### config.mk
export PLATFORM = sky130hd
export DESIGN_NAME = audio_level_meter_autorange_core
export DESIGN_NICKNAME = d
export VERILOG_FILES = /design/src/design/alm_pkg.sv /design/src/design/alm_ram.sv /design/src/design/alm_hist.sv /design/src/design/alm_scale.sv /design/src/design/audio_level_meter_autorange_core.sv
export SDC_FILE = /design/constraint.sdc
export NUM_CORES = 1
export LEC_CHECK = 0
export ABC_CLOCK_PERIOD_IN_PS = 13200
export BUFFER_PORTS_ARGS = -buffer_cell sky130_fd_sc_hd__clkbuf_2
export CORE_AREA = 5 5 231 188
export CTS_CLUSTER_SIZE = 40
export DETAILED_ROUTE_END_ITERATION = 8
export DIE_AREA = 0 0 236 193
export PLACE_DENSITY_LB_ADDON = 0.25
export SYNTH_ARGS = -nofsm -noshare
export SYNTH_HDL_FRONTEND = slang
export SYNTH_SLANG_ARGS = --single-unit
### constraint.sdc
create_clock -name clk -period 13.2 [get_ports clk]
set_clock_uncertainty 0.05 [all_clocks]
set_input_delay 0 -clock clk [delete_from_list [all_inputs] [get_ports clk]]
set_output_delay 0 -clock clk [all_outputs]
set_load 0.005 [all_outputs]
### src/design/alm_pkg.sv
`timescale 1ns / 1ps
// Shared constants, register indexes and status types of the audio level meter.
package alm_pkg;

    // Field and datapath widths
    localparam int SAMPLE_W  = 10;
    localparam int MAG_W     = 10;
    localparam int LEVEL_W   = 10;
    localparam int AVG_W     = 11;
    localparam int CFG_W     = 8;
    localparam int CFG_IDX_W = 3;
    // top_offset times level difference
    localparam int NUM_W     = CFG_W + LEVEL_W;

    // Default depth of the magnitude history
    localparam int HISTORY_DEPTH = 6;

    // Arithmetic constants
    localparam int MIDPOINT    = 512;
    localparam int LEVEL_KEEP  = 7;
    localparam int LEVEL_SHIFT = 3;
    localparam int BOUND_KEEP  = 63;
    localparam int BOUND_SHIFT = 6;
    localparam int MIN_HEIGHT  = 2;

    // Configuration register indexes
    localparam logic [CFG_IDX_W-1:0] REG_DC_OFFSET   = 3'd0;
    localparam logic [CFG_IDX_W-1:0] REG_NOISE_FLOOR = 3'd1;
    localparam logic [CFG_IDX_W-1:0] REG_TOP_OFFSET  = 3'd2;
    localparam logic [CFG_IDX_W-1:0] REG_LED_COUNT   = 3'd3;
    localparam logic [CFG_IDX_W-1:0] REG_FALL_RATE   = 3'd4;

    // Reset values
    localparam logic [CFG_W-1:0]   DC_OFFSET_RST   = 8'd0;
    localparam logic [CFG_W-1:0]   NOISE_FLOOR_RST = 8'd20;
    localparam logic [CFG_W-1:0]   TOP_OFFSET_RST  = 8'd18;
    localparam logic [CFG_W-1:0]   LED_COUNT_RST   = 8'd16;
    localparam logic [CFG_W-1:0]   FALL_RATE_RST   = 8'd6;
    localparam logic [LEVEL_W-1:0] LEVEL_RST       = 10'd10;
    localparam logic [AVG_W-1:0]   MIN_AVG_RST     = 11'd0;
    localparam logic [AVG_W-1:0]   MAX_AVG_RST     = 11'd512;

    // History scan status: min and max are final once busy drops
    typedef struct packed {
        logic             busy;
        logic [MAG_W-1:0] mn;
        logic [MAG_W-1:0] mx;
    } scan_res_t;

    // Serial scale unit status: quotient is final once busy drops
    typedef struct packed {
        logic             busy;
        logic [NUM_W-1:0] quot;
    } scale_res_t;

endpackage

### src/design/alm_ram.sv
`timescale 1ns / 1ps
// Generic single-write, single-read RAM with registered read data.
module alm_ram #(
    parameter int WIDTH = 10,
    parameter int DEPTH = 6
) (
    input  logic                     clk,
    input  logic                     we,
    input  logic [$clog2(DEPTH)-1:0] waddr,
    input  logic [WIDTH-1:0]         wdata,
    input  logic [$clog2(DEPTH)-1:0] raddr,
    output logic [WIDTH-1:0]         rdata
);

    logic [WIDTH-1:0] mem_reg [DEPTH];
    logic [WIDTH-1:0] rdata_reg;

    // Write port and registered read port
    always_ff @(posedge clk)
    begin
        if (we)
        begin
            mem_reg[waddr] <= wdata;
        end
        rdata_reg <= mem_reg[raddr];
    end

    assign rdata = rdata_reg;

endmodule

### src/design/alm_hist.sv
`timescale 1ns / 1ps
// Magnitude history: circular write and a one-entry-per-cycle min/max scan.
module alm_hist #(
    parameter int DEPTH = alm_pkg::HISTORY_DEPTH
) (
    input  logic                         clk,
    input  logic                         rst_n,
    input  logic                         start,
    input  logic [alm_pkg::MAG_W-1:0]    mag,
    output alm_pkg::scan_res_t           res
);

    localparam int IDX_W = $clog2(DEPTH);
    localparam int CNT_W = $clog2(DEPTH + 1);
    localparam logic [IDX_W-1:0] LAST_IDX = IDX_W'(DEPTH - 1);
    localparam logic [CNT_W-1:0] FULL_CNT = CNT_W'(DEPTH);

    logic [IDX_W-1:0]          wr_idx_reg;
    logic [CNT_W-1:0]          fill_reg;
    logic                      scan_reg;
    logic [IDX_W-1:0]          rd_idx_reg;
    logic                      pend_reg;
    logic                      pend_first_reg;
    logic                      pend_written_reg;
    logic [alm_pkg::MAG_W-1:0] mn_reg;
    logic [alm_pkg::MAG_W-1:0] mx_reg;
    logic [alm_pkg::MAG_W-1:0] rd_data;
    logic [alm_pkg::MAG_W-1:0] entry;

    alm_ram #(
        .WIDTH (alm_pkg::MAG_W),
        .DEPTH (DEPTH)
    ) u_ram (
        .clk   (clk),
        .we    (start),
        .waddr (wr_idx_reg),
        .wdata (mag),
        .raddr (rd_idx_reg),
        .rdata (rd_data)
    );

    // Entries beyond the fill count were never written and read as zero
    assign entry = pend_written_reg ? rd_data : '0;

    // Write pointer, fill count and scan sequencing
    always_ff @(posedge clk or negedge rst_n)
    begin
        if (!rst_n)
        begin
            wr_idx_reg       <= '0;
            fill_reg         <= '0;
            scan_reg         <= 1'b0;
            rd_idx_reg       <= '0;
            pend_reg         <= 1'b0;
            pend_first_reg   <= 1'b0;
            pend_written_reg <= 1'b0;
        end
        else
        begin
            if (start)
            begin
                wr_idx_reg <= (wr_idx_reg == LAST_IDX) ? '0 : wr_idx_reg + IDX_W'(1);
                if (fill_reg != FULL_CNT)
                begin
                    fill_reg <= fill_reg + CNT_W'(1);
                end
            end

            if (start)
            begin
                scan_reg   <= 1'b1;
                rd_idx_reg <= '0;
            end
            else if (scan_reg)
            begin
                rd_idx_reg <= rd_idx_reg + IDX_W'(1);
                if (rd_idx_reg == LAST_IDX)
                begin
                    scan_reg <= 1'b0;
                end
            end

            // Tags that follow each read through the RAM output register
            pend_reg         <= scan_reg;
            pend_first_reg   <= (rd_idx_reg == '0);
            pend_written_reg <= (CNT_W'(rd_idx_reg) < fill_reg);
        end
    end

    // Running minimum and maximum
    always_ff @(posedge clk)
    begin
        if (pend_reg)
        begin
            if (pend_first_reg || (entry < mn_reg))
            begin
                mn_reg <= entry;
            end
            if (pend_first_reg || (entry > mx_reg))
            begin
                mx_reg <= entry;
            end
        end
    end

    assign res.busy = scan_reg | pend_reg;
    assign res.mn   = mn_reg;
    assign res.mx   = mx_reg;

endmodule

### src/design/alm_scale.sv
`timescale 1ns / 1ps
// Bit-serial scale unit: shift-add multiply, then restoring divide.
module alm_scale (
    input  logic                        clk,
    input  logic                        rst_n,
    input  logic                        start,
    input  logic [alm_pkg::CFG_W-1:0]   factor,
    input  logic [alm_pkg::LEVEL_W-1:0] diff,
    input  logic [alm_pkg::AVG_W-1:0]   span,
    output alm_pkg::scale_res_t         res
);

    localparam int NUM_W = alm_pkg::NUM_W;
    localparam int AVG_W = alm_pkg::AVG_W;
    localparam int CFG_W = alm_pkg::CFG_W;
    localparam int CNT_W = $clog2(NUM_W);
    localparam logic [CNT_W-1:0] MUL_LAST = CNT_W'(CFG_W - 1);
    localparam logic [CNT_W-1:0] DIV_LAST = CNT_W'(NUM_W - 1);

    typedef enum logic [2:0] {
        PH_IDLE = 3'b001,
        PH_MUL  = 3'b010,
        PH_DIV  = 3'b100
    } phase_t;

    phase_t                      phase_reg;
    logic [CNT_W-1:0]            cnt_reg;
    logic [CFG_W-1:0]            mplier_reg;
    logic [alm_pkg::LEVEL_W-1:0] mcand_reg;
    logic [AVG_W-1:0]            divisor_reg;
    logic [NUM_W-1:0]            acc_reg;
    logic [AVG_W-1:0]            rem_reg;

    logic [NUM_W-1:0]            mul_acc;
    logic [AVG_W:0]              rem_sh;
    logic [AVG_W:0]              rem_sub;
    logic                        rem_ge;

    // One multiplier bit, MSB first
    assign mul_acc = {acc_reg[NUM_W-2:0], 1'b0}
                   + (mplier_reg[CFG_W-1] ? NUM_W'(mcand_reg) : '0);

    // One quotient bit; the dividend shifts out of acc as quotient shifts in
    assign rem_sh  = {rem_reg, acc_reg[NUM_W-1]};
    assign rem_ge  = rem_sh >= {1'b0, divisor_reg};
    assign rem_sub = rem_sh - {1'b0, divisor_reg};

    // Phase and step counter
    always_ff @(posedge clk or negedge rst_n)
    begin
        if (!rst_n)
        begin
            phase_reg <= PH_IDLE;
            cnt_reg   <= '0;
        end
        else
        begin
            unique case (phase_reg)
                PH_IDLE:
                begin
                    if (start)
                    begin
                        phase_reg <= PH_MUL;
                        cnt_reg   <= '0;
                    end
                end
                PH_MUL:
                begin
                    if (cnt_reg == MUL_LAST)
                    begin
                        phase_reg <= PH_DIV;
                        cnt_reg   <= '0;
                    end
                    else
                    begin
                        cnt_reg <= cnt_reg + CNT_W'(1);
                    end
                end
                PH_DIV:
                begin
                    if (cnt_reg == DIV_LAST)
                    begin
                        phase_reg <= PH_IDLE;
                        cnt_reg   <= '0;
                    end
                    else
                    begin
                        cnt_reg <= cnt_reg + CNT_W'(1);
                    end
                end
                default:
                begin
                    phase_reg <= PH_IDLE;
                    cnt_reg   <= '0;
                end
            endcase
        end
    end

    // Operand and accumulator shift registers
    always_ff @(posedge clk)
    begin
        unique case (phase_reg)
            PH_IDLE:
            begin
                if (start)
                begin
                    mplier_reg  <= factor;
                    mcand_reg   <= diff;
                    divisor_reg <= span;
                    acc_reg     <= '0;
                    rem_reg     <= '0;
                end
            end
            PH_MUL:
            begin
                acc_reg    <= mul_acc;
                mplier_reg <= {mplier_reg[CFG_W-2:0], 1'b0};
            end
            PH_DIV:
            begin
                rem_reg <= rem_ge ? rem_sub[AVG_W-1:0] : rem_sh[AVG_W-1:0];
                acc_reg <= {acc_reg[NUM_W-2:0], rem_ge};
            end
            default:
            begin
                acc_reg <= acc_reg;
            end
        endcase
    end

    assign res.busy = (phase_reg != PH_IDLE);
    assign res.quot = acc_reg;

endmodule

### src/design/audio_level_meter_autorange_core.sv
`timescale 1ns / 1ps
// Top level of the audio level meter with auto-ranged bar and falling peak dot.
//
//   Channel   Direction  Handshake            Payload
//   input     in         in_valid / in_stall  mic_sample
//   output    out        out_valid/ out_stall bar_height, peak_position,
//                                             peak_visible, smoothed_level
//   config    in         cfg_we               cfg_index, cfg_data
//
// A new sample is taken only in the idle state, after the previous one has finished.
// Throughput is bounded by the serial scale unit (8 multiply steps, 18 divide
// steps) and by the history scan, which reads one entry per cycle.
// Reset restores the register defaults and the level, bounds and peak reset values.
// The next sample is taken while a finished result waits in the output register;
// a result only stalls the core when the following one is ready to be written.
module audio_level_meter_autorange_core #(
    parameter int HISTORY_DEPTH = alm_pkg::HISTORY_DEPTH
) (
    input  logic                           clk,
    input  logic                           rst_n,
    input  logic                           in_valid,
    output logic                           in_stall,
    input  logic [alm_pkg::SAMPLE_W-1:0]   mic_sample,
    output logic                           out_valid,
    input  logic                           out_stall,
    output logic [alm_pkg::CFG_W-1:0]      bar_height,
    output logic [alm_pkg::CFG_W-1:0]      peak_position,
    output logic                           peak_visible,
    output logic [alm_pkg::LEVEL_W-1:0]    smoothed_level,
    input  logic                           cfg_we,
    input  logic [alm_pkg::CFG_IDX_W-1:0]  cfg_index,
    input  logic [alm_pkg::CFG_W-1:0]      cfg_data
);

    localparam int SAMPLE_W = alm_pkg::SAMPLE_W;
    localparam int MAG_W    = alm_pkg::MAG_W;
    localparam int LEVEL_W  = alm_pkg::LEVEL_W;
    localparam int AVG_W    = alm_pkg::AVG_W;
    localparam int CFG_W    = alm_pkg::CFG_W;
    localparam int NUM_W    = alm_pkg::NUM_W;
    localparam int CENT_W   = SAMPLE_W + 2;
    localparam int LSUM_W   = LEVEL_W + alm_pkg::LEVEL_SHIFT;
    localparam int BSUM_W   = AVG_W + alm_pkg::BOUND_SHIFT;

    typedef enum logic [5:0] {
        ST_IDLE  = 6'b000001,
        ST_MAG   = 6'b000010,
        ST_LEVEL = 6'b000100,
        ST_START = 6'b001000,
        ST_CALC  = 6'b010000,
        ST_FIN   = 6'b100000
    } state_t;

    state_t               state_reg;
    state_t               state_next;

    // Configuration registers
    logic [CFG_W-1:0]     dc_offset_reg;
    logic [CFG_W-1:0]     noise_floor_reg;
    logic [CFG_W-1:0]     top_offset_reg;
    logic [CFG_W-1:0]     led_count_reg;
    logic [CFG_W-1:0]     fall_rate_reg;

    // Persistent meter state
    logic [LEVEL_W-1:0]   level_reg;
    logic [AVG_W-1:0]     min_avg_reg;
    logic [AVG_W-1:0]     max_avg_reg;
    logic [CFG_W-1:0]     peak_reg;
    logic [CFG_W-1:0]     fall_cnt_reg;

    // Per-sample working registers
    logic [SAMPLE_W-1:0]  sample_reg;
    logic [MAG_W-1:0]     mag_reg;
    logic                 span_pos_reg;
    logic [CFG_W-1:0]     height_reg;
    logic [MAG_W-1:0]     mn_hold_reg;
    logic [AVG_W-1:0]     mx_hold_reg;

    // Output register
    logic                 out_valid_reg;
    logic                 out_valid_next;
    logic [CFG_W-1:0]     bar_height_reg;
    logic [CFG_W-1:0]     peak_position_reg;
    logic                 peak_visible_reg;
    logic [LEVEL_W-1:0]   smoothed_level_reg;

    // Datapath nets
    logic                 in_xfer;
    logic                 out_xfer;
    logic                 out_free;
    logic                 calc_done;
    logic                 fin_fire;
    logic [CENT_W-1:0]    centred;
    logic [CENT_W-1:0]    centred_abs;
    logic [MAG_W-1:0]     abs_low;
    logic [MAG_W-1:0]     mag_next;
    logic [LSUM_W-1:0]    level_sum;
    logic [LEVEL_W-1:0]   level_next;
    logic [AVG_W-1:0]     level_ext;
    logic [AVG_W-1:0]     diff_full;
    logic [AVG_W-1:0]     span;
    logic [NUM_W-1:0]     height_raw;
    logic [CFG_W-1:0]     height_next;
    logic [MAG_W-1:0]     scan_span;
    logic [AVG_W-1:0]     mx_adj;
    logic [CFG_W-1:0]     peak_up;
    logic [CFG_W-1:0]     fall_inc;
    logic                 fall_drop;
    logic [CFG_W-1:0]     peak_next;
    logic [CFG_W-1:0]     fall_cnt_next;
    logic [BSUM_W-1:0]    min_sum;
    logic [BSUM_W-1:0]    max_sum;
    logic [AVG_W-1:0]     min_avg_next;
    logic [AVG_W-1:0]     max_avg_next;

    alm_pkg::scan_res_t   scan;
    alm_pkg::scale_res_t  scale;

    // History store and min/max scan, started with each new magnitude
    alm_hist #(
        .DEPTH (HISTORY_DEPTH)
    ) u_hist (
        .clk   (clk),
        .rst_n (rst_n),
        .start (state_reg == ST_LEVEL),
        .mag   (mag_reg),
        .res   (scan)
    );

    // Serial top_offset * (level - min) / span
    alm_scale u_scale (
        .clk    (clk),
        .rst_n  (rst_n),
        .start  (state_reg == ST_START),
        .factor (top_offset_reg),
        .diff   (diff_full[LEVEL_W-1:0]),
        .span   (span),
        .res    (scale)
    );

    // Handshakes
    assign in_stall = (state_reg != ST_IDLE);
    assign in_xfer  = in_valid && (state_reg == ST_IDLE);
    assign out_xfer = out_valid_reg && !out_stall;
    assign out_free = !out_valid_reg || !out_stall;
    assign calc_done = !scale.busy && !scan.busy;
    assign fin_fire  = (state_reg == ST_FIN) && out_free;

    // Magnitude: center on midpoint plus offset, rectify, remove noise floor
    always_comb
    begin
        centred     = {2'b00, sample_reg} - CENT_W'(alm_pkg::MIDPOINT)
                    - CENT_W'(dc_offset_reg);
        centred_abs = centred[CENT_W-1] ? (CENT_W'(0) - centred) : centred;
        abs_low     = centred_abs[MAG_W-1:0];
        mag_next    = (abs_low > MAG_W'(noise_floor_reg))
                    ? (abs_low - MAG_W'(noise_floor_reg)) : '0;
    end

    // 7/8 level smoothing
    assign level_sum  = LSUM_W'(level_reg) * LSUM_W'(alm_pkg::LEVEL_KEEP)
                      + LSUM_W'(mag_reg);
    assign level_next = level_sum[LSUM_W-1:alm_pkg::LEVEL_SHIFT];

    // Scale operands; a level at or below the minimum gives a zero numerator
    assign level_ext = AVG_W'(level_reg);
    assign diff_full = (level_ext > min_avg_reg) ? (level_ext - min_avg_reg) : '0;
    assign span      = max_avg_reg - min_avg_reg;

    // Height clip: below two first, then above top_offset
    always_comb
    begin
        height_raw = span_pos_reg ? scale.quot : NUM_W'(top_offset_reg);
        priority if (height_raw < NUM_W'(alm_pkg::MIN_HEIGHT))
        begin
            height_next = CFG_W'(alm_pkg::MIN_HEIGHT);
        end
        else if (height_raw > NUM_W'(top_offset_reg))
        begin
            height_next = top_offset_reg;
        end
        else
        begin
            height_next = height_raw[CFG_W-1:0];
        end
    end

    // Keep the tracked max at least top_offset above the min
    assign scan_span = scan.mx - scan.mn;
    assign mx_adj    = (scan_span < MAG_W'(top_offset_reg))
                     ? (AVG_W'(scan.mn) + AVG_W'(top_offset_reg))
                     : AVG_W'(scan.mx);

    // Peak dot raise, then the fall step
    always_comb
    begin
        peak_up   = (height_reg > peak_reg) ? height_reg : peak_reg;
        fall_inc  = fall_cnt_reg + CFG_W'(1);
        fall_drop = (fall_inc >= fall_rate_reg);
        if (fall_drop)
        begin
            peak_next     = (peak_up != '0) ? (peak_up - CFG_W'(1)) : '0;
            fall_cnt_next = '0;
        end
        else
        begin
            peak_next     = peak_up;
            fall_cnt_next = fall_inc;
        end
    end

    // 63/64 bound smoothing
    assign min_sum      = BSUM_W'(min_avg_reg) * BSUM_W'(alm_pkg::BOUND_KEEP)
                        + BSUM_W'(mn_hold_reg);
    assign max_sum      = BSUM_W'(max_avg_reg) * BSUM_W'(alm_pkg::BOUND_KEEP)
                        + BSUM_W'(mx_hold_reg);
    assign min_avg_next = min_sum[BSUM_W-1:alm_pkg::BOUND_SHIFT];
    assign max_avg_next = max_sum[BSUM_W-1:alm_pkg::BOUND_SHIFT];

    // Sequencer
    always_comb
    begin
        state_next = state_reg;
        unique case (state_reg)
            ST_IDLE:
            begin
                if (in_xfer)
                begin
                    state_next = ST_MAG;
                end
            end
            ST_MAG:
            begin
                state_next = ST_LEVEL;
            end
            ST_LEVEL:
            begin
                state_next = ST_START;
            end
            ST_START:
            begin
                state_next = ST_CALC;
            end
            ST_CALC:
            begin
                if (calc_done)
                begin
                    state_next = ST_FIN;
                end
            end
            ST_FIN:
            begin
                if (out_free)
                begin
                    state_next = ST_IDLE;
                end
            end
            default:
            begin
                state_next = ST_IDLE;
            end
        endcase
    end

    // Output valid: set by a finished sample, cleared by a transfer
    always_comb
    begin
        priority if (fin_fire)
        begin
            out_valid_next = 1'b1;
        end
        else if (out_xfer)
        begin
            out_valid_next = 1'b0;
        end
        else
        begin
            out_valid_next = out_valid_reg;
        end
    end

    // Control and persistent state
    always_ff @(posedge clk or negedge rst_n)
    begin
        if (!rst_n)
        begin
            state_reg     <= ST_IDLE;
            out_valid_reg <= 1'b0;
            level_reg     <= alm_pkg::LEVEL_RST;
            min_avg_reg   <= alm_pkg::MIN_AVG_RST;
            max_avg_reg   <= alm_pkg::MAX_AVG_RST;
            peak_reg      <= '0;
            fall_cnt_reg  <= '0;
        end
        else
        begin
            state_reg     <= state_next;
            out_valid_reg <= out_valid_next;
            if (state_reg == ST_LEVEL)
            begin
                level_reg <= level_next;
            end
            if (fin_fire)
            begin
                min_avg_reg  <= min_avg_next;
                max_avg_reg  <= max_avg_next;
                peak_reg     <= peak_next;
                fall_cnt_reg <= fall_cnt_next;
            end
        end
    end

    // Configuration writes; unknown indexes are dropped
    always_ff @(posedge clk or negedge rst_n)
    begin
        if (!rst_n)
        begin
            dc_offset_reg   <= alm_pkg::DC_OFFSET_RST;
            noise_floor_reg <= alm_pkg::NOISE_FLOOR_RST;
            top_offset_reg  <= alm_pkg::TOP_OFFSET_RST;
            led_count_reg   <= alm_pkg::LED_COUNT_RST;
            fall_rate_reg   <= alm_pkg::FALL_RATE_RST;
        end
        else if (cfg_we)
        begin
            unique case (cfg_index)
                alm_pkg::REG_DC_OFFSET:   dc_offset_reg   <= cfg_data;
                alm_pkg::REG_NOISE_FLOOR: noise_floor_reg <= cfg_data;
                alm_pkg::REG_TOP_OFFSET:  top_offset_reg  <= cfg_data;
                alm_pkg::REG_LED_COUNT:   led_count_reg   <= cfg_data;
                alm_pkg::REG_FALL_RATE:   fall_rate_reg   <= cfg_data;
                default:
                begin
                    dc_offset_reg <= dc_offset_reg;
                end
            endcase
        end
    end

    // Per-sample datapath and output payload
    always_ff @(posedge clk)
    begin
        if (in_xfer)
        begin
            sample_reg <= mic_sample;
        end
        if (state_reg == ST_MAG)
        begin
            mag_reg <= mag_next;
        end
        if (state_reg == ST_START)
        begin
            span_pos_reg <= (max_avg_reg > min_avg_reg);
        end
        if ((state_reg == ST_CALC) && calc_done)
        begin
            height_reg  <= height_next;
            mn_hold_reg <= scan.mn;
            mx_hold_reg <= mx_adj;
        end
        if (fin_fire)
        begin
            bar_height_reg     <= height_reg;
            peak_position_reg  <= peak_up;
            peak_visible_reg   <= (peak_up != '0) && (peak_up < led_count_reg);
            smoothed_level_reg <= level_reg;
        end
    end

    assign out_valid      = out_valid_reg;
    assign bar_height     = bar_height_reg;
    assign peak_position  = peak_position_reg;
    assign peak_visible   = peak_visible_reg;
    assign smoothed_level = smoothed_level_reg;

endmodule
==> reports/metrics.yaml <==
status: "finished, final reports clean"
crit_buf_inv: 2
antenna_found_initial: 0
hp-class: "input port to async pin"
numCtsBuffers: 36
initial_utilization_pct: 53.7
ant_nets: 0
io_buffers: 54
syn_to_final_growth_pct: 11.0
grt_max_degree: 69
grt.total_usage_pct: 21.7
cts.clk_slew.worst_paths_ns: 0.06
hold_viol: 0
arrival_ns: 5.12
ys_seq_area_share_pct: 43.3
synth_cell_type_count: 79
worst-setup-path-type: "flip-flop to flip-flop"
reg2regPathDepth: 15
firstDrtPassIters: 5
synth-adder-area-share_pct: 21.4
clockBufferDepth: 3
synth_area_um2: 22100
critical_path.cell_chain: "inv_1 -> fa_1 -> fa_1 -> fa_1 -> fa_1 -> inv_1 -> ha_1 -> a21oi_1 -> o211ai_1 -> a41oi_1 -> nor3_1 -> a211o_1 -> o31ai_1 -> xnor2_1 -> o21ai_0"
vias: 15100
synth_seq_cells: 341
worst-r2r-setup-slack_ns: 8.41
synth_top_area_cell: "edfxtp_1"
root_buffer: "clkbuf_16"
avgRoutedWirePerCell_um: 18.1
via_per_inst: 5.61
diodes: 0
fin_cells: 2701
htreeDepth: 2
relSlewSlack_pct: 19.6
synthMuxAreaShare_pct: 4.16
worst_pin_slew_ns: 1.20
finalSetupViolCount: 0
fin_area_um2: 24500
yosys.area_share.simple_pct: 10.8
drv_cap: 0
placed_cell_area_um2: 23000
cp_max_fo: 4
fp-row-count: 67
yosys_warnings: 0
fin_crit_sh_pct: 36.3
slew_violations: 0
grt_overflow_total: 0
synth_xor_area_share_pct: 4.29
yosys-top-cells-area: "edfxtp_1 29%, ha_1 13%, dfrtp_1 12%, fa_1 8.5%, inv_1 4.3%"
die_area_um2: 45500
dp_cells: 2602
clock_latency_ns: 0.53
ys.flop_type: "edfxtp_1"
synth_fp_nets: 2367
end_kind: "flip-flop"
rsz0062_at_grt: "no"
gp_congestion: 0.909
grt_pass1_wl_um: 80000
fp.dieW_um: 236
max_stage_delay_ns: 0.66
io_pins: 55
path_delay_family: "adder cells"
drcViolationCount: 0
core_region_area_um2: 41200
cp-start-kind: "flip-flop"
synth_top_area_share_pct: 29.2
hpwlAfterDp_um: 37000
syn_avg_cell_area_um2: 10.9
wirelength_um: 49000
die_h_um: 193
clock-sinks: 341
largest_reg_flops: 60
synth_cells: 2020
slowest_stage: "fa_1"
r2r-start: "min_avg_reg[3]"
max_freq_mhz: 209
synth_edf_count: 215
grt_pass1_vias: 15300
cp.required_ns: 13.53
nNetsFinal: 2468
cts_tree: "yes"
cts_setup_buffers: 0
postCtsHoldBufs: 33
synthArstFlopShare_pct: 34.0
post-route-min-period_ns: 4.79
cts_resized: 0
rr_endpoint: "min_avg_reg[10]"
setup_tns_ns: 0
drt_iter0_markers: 889
drive_gt1_share_pct: 9.31
cp_common_cell: "fa_1"
synth_top_family_by_area: "adder cells"
fin_hold_ws_ns: 0.123
synth_compound_area_share_pct: 11.0
## per-stage QoR
step	utilization [%]	worst slack, ns
3_3_place_gp	56.0	8.54
6_report	59.6	8.41
2_1_floorplan	-	8.78
3_5_place_dp	56.0	8.44
4_1_cts	59.6	8.39
5_1_grt	59.6	8.06
## synth_stat cells (all sizes together) (12+ instances only)
cell type and number:
a211oi 12, a21o 37, a21oi 94, and2 33, clkbuf 31, dfrtp 104, dfstp 12, edfxtp 215
fa 94, ha 227, inv 252, mux2 21, mux2i 45, nand2 162, nand2b 17, nand3 44
nand4 19, nor2 92, nor2b 25, nor3 39, o21a 15, o21ai 147, xnor2 64, xor2 42
## layout make-up
cell class / count / area, um^2
fill: 3287 / 16600
multi-input combinational: 1386 / 11400
sequential: 341 / 9570
clock buffer: 44 / 972
inverter: 252 / 946
timing repair buffer: 104 / 731
tap: 552 / 691
clock inverter: 22 / 198
## logic make-up (layout without fill, tap and decap cells)
logic type | Yosys count | after routing
DFF | 341 | 341
buffers and inverters | 293 | 422
adders and majority gates | 321 | 321
and+or+nand+nor | 489 | 489
muxes | 76 | 76
xor gates and xnor gates | 106 | 106
AOI/OAI and AO/OA | 394 | 394
## routing by layer
metal	global-route usage [%]	part of all wire, %
met1	31.0	46
met5	0	0
met4	5.11	2.2
met2	34.9	45
met3	4.01	6.3
## how the worst max path moves through the flow
| stage | startpoint | to | slack [ns] | depth (start not counted) |
|---|---|---|---|---|
| after floorplan | min_avg_reg[6] | min_avg_reg[10] | 8.78 | 15 |
| after global placement | min_avg_reg[4] | min_avg_reg[10] | 8.54 | 15 |
| after detailed placement | min_avg_reg[4] | min_avg_reg[10] | 8.44 | 15 |
| after CTS | min_avg_reg[4] | min_avg_reg[10] | 8.39 | 15 |
| after global routing | min_avg_reg[4] | min_avg_reg[10] | 8.06 | 15 |
| final | min_avg_reg[3] | min_avg_reg[10] | 8.41 | 15 |
## layout by cell type (no fill, tap or decap), types with 11 or more instances in the layout
master,count
ha_1,227
o21ai_0,143
dlygate4sd3_1,33
a211oi_1,11
edfxtp_1,215
inv_1,252
nand2_1,162
and2_1,32
nor3_1,38
fa_1,94
nand4_1,19
buf_4,18
a21oi_1,93
clkbuf_16,37
xor2_1,42
clkbuf_2,53
mux2i_1,45
nand2b_1,16
mux2_2,19
a21o_1,37
dfrtp_1,104
nor2_1,91
dfstp_2,12
nor2b_1,25
xnor2_1,63
o21a_1,15
nand3_1,43
Power is left out: the tool's default activity adds up to more than one toggle a clock period on the data nets, which glitch-free logic cannot reach.
